File: src/rtl/fiir_pkg.sv
`timescale 1ns / 1ps
// Shared constants, types and helpers for the multichannel first-order IIR filter.
// Depends on nothing; every other file uses it through scoped names.
package fiir_pkg;

    // Field widths
    localparam int DATA_W     = 32;
    localparam int CHAN_W     = 3;
    localparam int FRAC_W     = 5;
    localparam int PROD_W     = 2 * DATA_W;

    // Channel state
    localparam int CHANNELS   = 8;
    localparam int IDX_W      = (CHANNELS > 1) ? $clog2(CHANNELS) : 1;

    // Queue between front and back (power of two)
    localparam int QDEPTH     = 4;
    localparam int QPTR_W     = $clog2(QDEPTH);
    localparam int QCNT_W     = $clog2(QDEPTH + 1);

    // Back end: product stage, sum stage, output register
    localparam int BACK_SLOTS = 3;
    localparam int MAX_INFLIGHT = QDEPTH + BACK_SLOTS;
    localparam int INFL_W     = $clog2(MAX_INFLIGHT + 1);

    // Configuration port
    localparam int CFG_IDX_W  = 2;
    localparam int CFG_DATA_W = 32;
    localparam logic [FRAC_W-1:0] FRAC_RESET = FRAC_W'(30);

    typedef enum logic [CFG_IDX_W-1:0] {
        REG_B0   = 2'd0,
        REG_B1   = 2'd1,
        REG_A1   = 2'd2,
        REG_FRAC = 2'd3
    } t_cfg_reg;

    typedef struct packed {
        logic signed [DATA_W-1:0] coef_b0;
        logic signed [DATA_W-1:0] coef_b1;
        logic signed [DATA_W-1:0] coef_a1;
        logic [FRAC_W-1:0]        frac_bits;
    } t_cfg;

    // One classified request as it sits in the queue
    typedef struct packed {
        logic signed [DATA_W-1:0] sample;
        logic [CHAN_W-1:0]        chan;
        logic [IDX_W-1:0]         idx;
    } t_item;

    // State slot of a channel number
    function automatic logic [IDX_W-1:0] chan_index(input logic [CHAN_W-1:0] chan);
        return IDX_W'(chan % CHANNELS);
    endfunction

endpackage

File: src/rtl/fiir_in_if.sv
`timescale 1ns / 1ps
// Input channel of the IIR filter: valid/ready handshake with sample and channel.
// Depends on fiir_pkg for field widths.
interface fiir_in_if;
    logic                              valid;
    logic                              ready;
    logic signed [fiir_pkg::DATA_W-1:0] sample_in;
    logic [fiir_pkg::CHAN_W-1:0]        chan;

    modport source (output valid, output sample_in, output chan, input ready);
    modport sink   (input valid, input sample_in, input chan, output ready);
endinterface

File: src/rtl/fiir_front.sv
`timescale 1ns / 1ps
// Front end: accepts input requests, maps the channel to its state slot and
// queues them for the back end. Depends on fiir_pkg and fiir_in_if.
module fiir_front (
    input  logic                  i_clk,
    input  logic                  i_rst_n,
    fiir_in_if.sink               i_in,
    output logic                  o_q_valid,
    input  logic                  i_q_ready,
    output fiir_pkg::t_item       o_q_item
);

    fiir_pkg::t_item                r_entry [fiir_pkg::QDEPTH];
    logic [fiir_pkg::QPTR_W-1:0]    r_wp;
    logic [fiir_pkg::QPTR_W-1:0]    r_rp;
    logic [fiir_pkg::QCNT_W-1:0]    r_cnt;
    logic                           push;
    logic                           pop;
    fiir_pkg::t_item                in_item;

    // Classify the incoming request
    always_comb begin
        in_item.sample = i_in.sample_in;
        in_item.chan   = i_in.chan;
        in_item.idx    = fiir_pkg::chan_index(i_in.chan);
    end

    assign i_in.ready = (r_cnt != fiir_pkg::QCNT_W'(fiir_pkg::QDEPTH));
    assign push       = i_in.valid && i_in.ready;
    assign o_q_valid  = (r_cnt != '0);
    assign pop        = o_q_valid && i_q_ready;
    assign o_q_item   = r_entry[r_rp];

    // Advance pointers and fill count
    always_ff @(posedge i_clk) begin
        if (!i_rst_n) begin
            r_wp  <= '0;
            r_rp  <= '0;
            r_cnt <= '0;
        end else begin
            if (push) r_wp <= r_wp + 1'b1;
            if (pop)  r_rp <= r_rp + 1'b1;
            case ({push, pop})
                2'b10:   r_cnt <= r_cnt + 1'b1;
                2'b01:   r_cnt <= r_cnt - 1'b1;
                default: r_cnt <= r_cnt;
            endcase
        end
    end

    // Store the request
    always_ff @(posedge i_clk) begin
        if (push) r_entry[r_wp] <= in_item;
    end

endmodule

File: src/flat_wrapper.sv
// flat-port wrapper written by rule: the top's interface ports become plain ports
module fiir_front_flat 
  (i_clk, i_rst_n, o_q_valid, i_q_ready, o_q_item, i_in_valid, i_in_sample_in, i_in_chan, i_in_ready);
  fiir_in_if i_in_i ();
  input  logic i_clk;
  input  logic i_rst_n;
  output logic o_q_valid;
  input  logic i_q_ready;
  output fiir_pkg::t_item o_q_item;
  input wire logic [$bits(i_in_i.valid)-1:0] i_in_valid;
  input wire logic [$bits(i_in_i.sample_in)-1:0] i_in_sample_in;
  input wire logic [$bits(i_in_i.chan)-1:0] i_in_chan;
  output wire logic [$bits(i_in_i.ready)-1:0] i_in_ready;
  assign i_in_i.valid = i_in_valid;
  assign i_in_i.sample_in = i_in_sample_in;
  assign i_in_i.chan = i_in_chan;
  assign i_in_ready = i_in_i.ready;
  fiir_front u_core (.i_clk(i_clk), .i_rst_n(i_rst_n), .i_in(i_in_i), .o_q_valid(o_q_valid), .i_q_ready(i_q_ready), .o_q_item(o_q_item));
endmodule
File: config.mk
export PLATFORM = sky130hd
export DESIGN_NAME = fiir_front_flat
export DESIGN_NICKNAME = d
export VERILOG_FILES = /design/src/rtl/fiir_pkg.sv /design/src/rtl/fiir_in_if.sv /design/src/rtl/fiir_front.sv /design/src/flat_wrapper.sv
export SDC_FILE = /design/constraint.sdc
export NUM_CORES = 1
export LEC_CHECK = 0
export BUFFER_PORTS_ARGS = -buffer_cell sky130_fd_sc_hd__buf_2
export CORE_UTILIZATION = 40
export CTS_CLUSTER_SIZE = 30
export DETAILED_ROUTE_END_ITERATION = 8
export GPL_TIMING_DRIVEN = 0
export PLACE_DENSITY = 0.68
export SKIP_CTS_REPAIR_TIMING = 1
export SYNTH_ARGS = -nofsm -noshare
export SYNTH_HDL_FRONTEND = slang
export SYNTH_SLANG_ARGS = --single-unit
export TNS_END_PERCENT = 10
File: constraint.sdc
create_clock -name i_clk -period 3.6 [get_ports i_clk]
set_clock_uncertainty 0.2 [all_clocks]
set_input_delay 0.18 -clock i_clk [delete_from_list [all_inputs] [get_ports i_clk]]
set_output_delay 0.18 -clock i_clk [all_outputs]
set_load 0.05 [all_outputs]
==> impl_metrics.toml <==
[setup_path]
r2r-start = "u_core.r_cnt[0]"
r2r_setup_slack_ns = 1.32
crit_arrival_ns = 1.95
worstPathRequired_ns = 3.22
endpoint_kind = "output pin"
r2r_cells = 9
crit_fanout = 10
start_kind = "register"
r2r-end = "u_core.r_cnt[2]"
critPathKind = "register to output pin"

[global_routing]
grt_use_total = 0.143
grt_pass1_wl_um = 14600
grt_pass1_vias = 2697
grt_overflow = 0
grt_start_max_net_pins = 21
antenna_found_initial = 0

[logic_synthesis]
synth_nets = 283
synthDistinctLibCells = 26
syn_area_sq_um = 5620
synth.top_cell.area_share = 0.748
syn_inst = 238
synth_largest_area_cell = "edfxtp_1"
async_reset_ff_frac = 0
synth_edf_count = 140
seq_area_frac_synth = 0.780
synth-seq-cells = 149
synth.area.top_cells = "edfxtp_1 75%, mux4_2 12%, dfxtp_1 3.2%"
synth_flop_cell = "edfxtp_1"
syn_area_per_cell_sq_um = 23.6
synth_warnings = 0

[timing]
fin_crit_sh = 0.646
worstMarginPinSlew_ns = 0.596
finalHoldViolations = 0
relSlewSlack = 0.602
period_needed_ns = 2.33
finalSetupViolations = 0
fin_setup_tns_ns = 0
drv_slew = 0
rsz0062_at_grt = "false"
max_freq_mhz = 430

[final_layout]
layout_common_cells = "140 x edfxtp_1, 80 x buf_2, 36 x dlygate4sd3_1"
fillers = 1075
final_common_cell = "edfxtp_1"
layout.cells.non_filler = 563
drive_gt1_frac = 0.398
area_delta_synth_final_pct = 30.3
diodes = 0
fin_nets = 419

[outcome]
status = "complete, no violations"

[die]
dieHeight_um = 121
core-area_sq_um = 13500
design.die.area_sq_um = 14500
io_pins = 79
initial_core_util = 0.418
die_w_um = 121
row_count = 42

[routing]
drt_pre_antenna_iters = 4
drc_errors = 0
wl_per_cell_um = 17.0
postRouteAntennaNets = 0
routed_wl_um = 9550
dr.first_iter.drc_count = 170
num_vias = 2699
via_per_inst = 4.79

[hold_path]
min_path_type = "input port to register"
hold_depth = 3
worstHoldEndpoint = "u_core.r_wp[0]"
worst_hold_startpoint = "i_in_valid"

[place]
place.gp.congestion = 0.682
dp_cells = 495
port_buffers = 77
hpwl_um = 5950

[clock_network]
clkLatencyLatePin_ns = 0.42
cts_buffers = 17
cts_buffer_depth = 2
clock-sinks = 149
h-tree-depth = 4
cts_tree = "done"
root_buffer = "clkbuf_16"
clk_pin_slew_ns = 0.06

[pwr]
p_per_area_nw_per_um2 = 803
p_leak_nw = 2.55
vdd_drop_max_v = 0.000316

[flow_run]
drv_cap = 0
==> metal layers <==
metal  routed length (um)  global-route usage  part of all wire
met1                 4210               0.173              0.44
met4                  228              0.0764             0.024
met2                 4690               0.226              0.49
met5                    0                   0                 0
met3                  423              0.0519             0.044
==> area by class of cell <==
class / count / area, sq um / share of cell area
tap: 176 / 220 / 0.0301
multi-input combinational: 71 / 1100 / 0.150
clock inverter: 12 / 184 / 0.0251
sequential: 149 / 4380 / 0.599
timing repair buffer: 117 / 856 / 0.117
inverter: 6 / 22.5 / 0.00308
buffer: 12 / 118 / 0.0161
clock buffer: 20 / 437 / 0.0597
==> critical path: stages (launching register included) <==
cell and delay (ns):
dfxtp_1 0.31, clkbuf_2 0.20, buf_2 0.31, mux4_2 0.36, buf_4 0.14, buf_2 0.20
==> sequential cells by signal, summed over array words and instances (netlist names), named ones only <==
signal	count
u_core.r_cnt	3
u_core.r_entry	140
u_core.r_rp	2
u_core.r_wp	2
==> metrics by stage <==
| stage | power [mW] | util | hold slack (ns) | setup slack [ns] | instance area (sq um) |
|---|---|---|---|---|---|
| global placement | 4.01 | 0.463 | 0.191 | 0.589 | 6220 |
| finish | 5.88 | 0.544 | 0.0133 | 1.27 | 7320 |
| detailed placement | 4.07 | 0.471 | 0.198 | 1.35 | 6340 |
| CTS | 5.92 | 0.517 | -0.244 | 1.21 | 6960 |
| global route | 6.10 | 0.544 | 0.0153 | 1.10 | 7320 |
| floorplan | 3.65 | - | 0.0789 | 1.35 | 5620 |
==> Yosys cell counts (all sizes together), types with 2 or more instances <==
library cell	n
edfxtp	140
and2	7
clkbuf	2
o21ai	2
mux2i	2
ha	5
dfxtp	9
nand2	6
mux4	35
or3	2
nor2b	2
xnor2	3
buf	10
inv	6
a21boi	2
==> cells by family (layout without fill, tap and decap cells) <==
family,Yosys count,in the layout,share of synthesized area
multiplexers,37,37,0.147
XOR/XNOR,4,4,0.00624
buffers and inverters,18,167,0.0249
AO/OA/AOI/OAI,6,6,0.00958
AND/OR/NAND/NOR,18,18,0.0169
flip-flops,149,149,0.780
adder cells (fa/ha/maj),6,6,0.0147
==> worst max path at each step <==
stage / from / endpoint / cells after the start
after floorplan: u_core.r_cnt[0] / u_core.r_entry[0][10] / 3
after global placement: u_core.r_cnt[0] / u_core.r_entry[2][36] / 3
after detailed placement: u_core.r_cnt[0] / u_core.r_cnt[2] / 9
after CTS: register / o_q_item[4] / 5
after global routing: u_core.r_cnt[0] / u_core.r_cnt[2] / 9
final: register / o_q_item[4] / 5
==> report_power, final <==
part,leakage [nW],internal (mW),switching (mW)
clock network,0.300,1.22,0.634
logic,0.896,0.655,1.22
registers,1.36,2.09,0.0595
(Power assumes the default switching activity.)
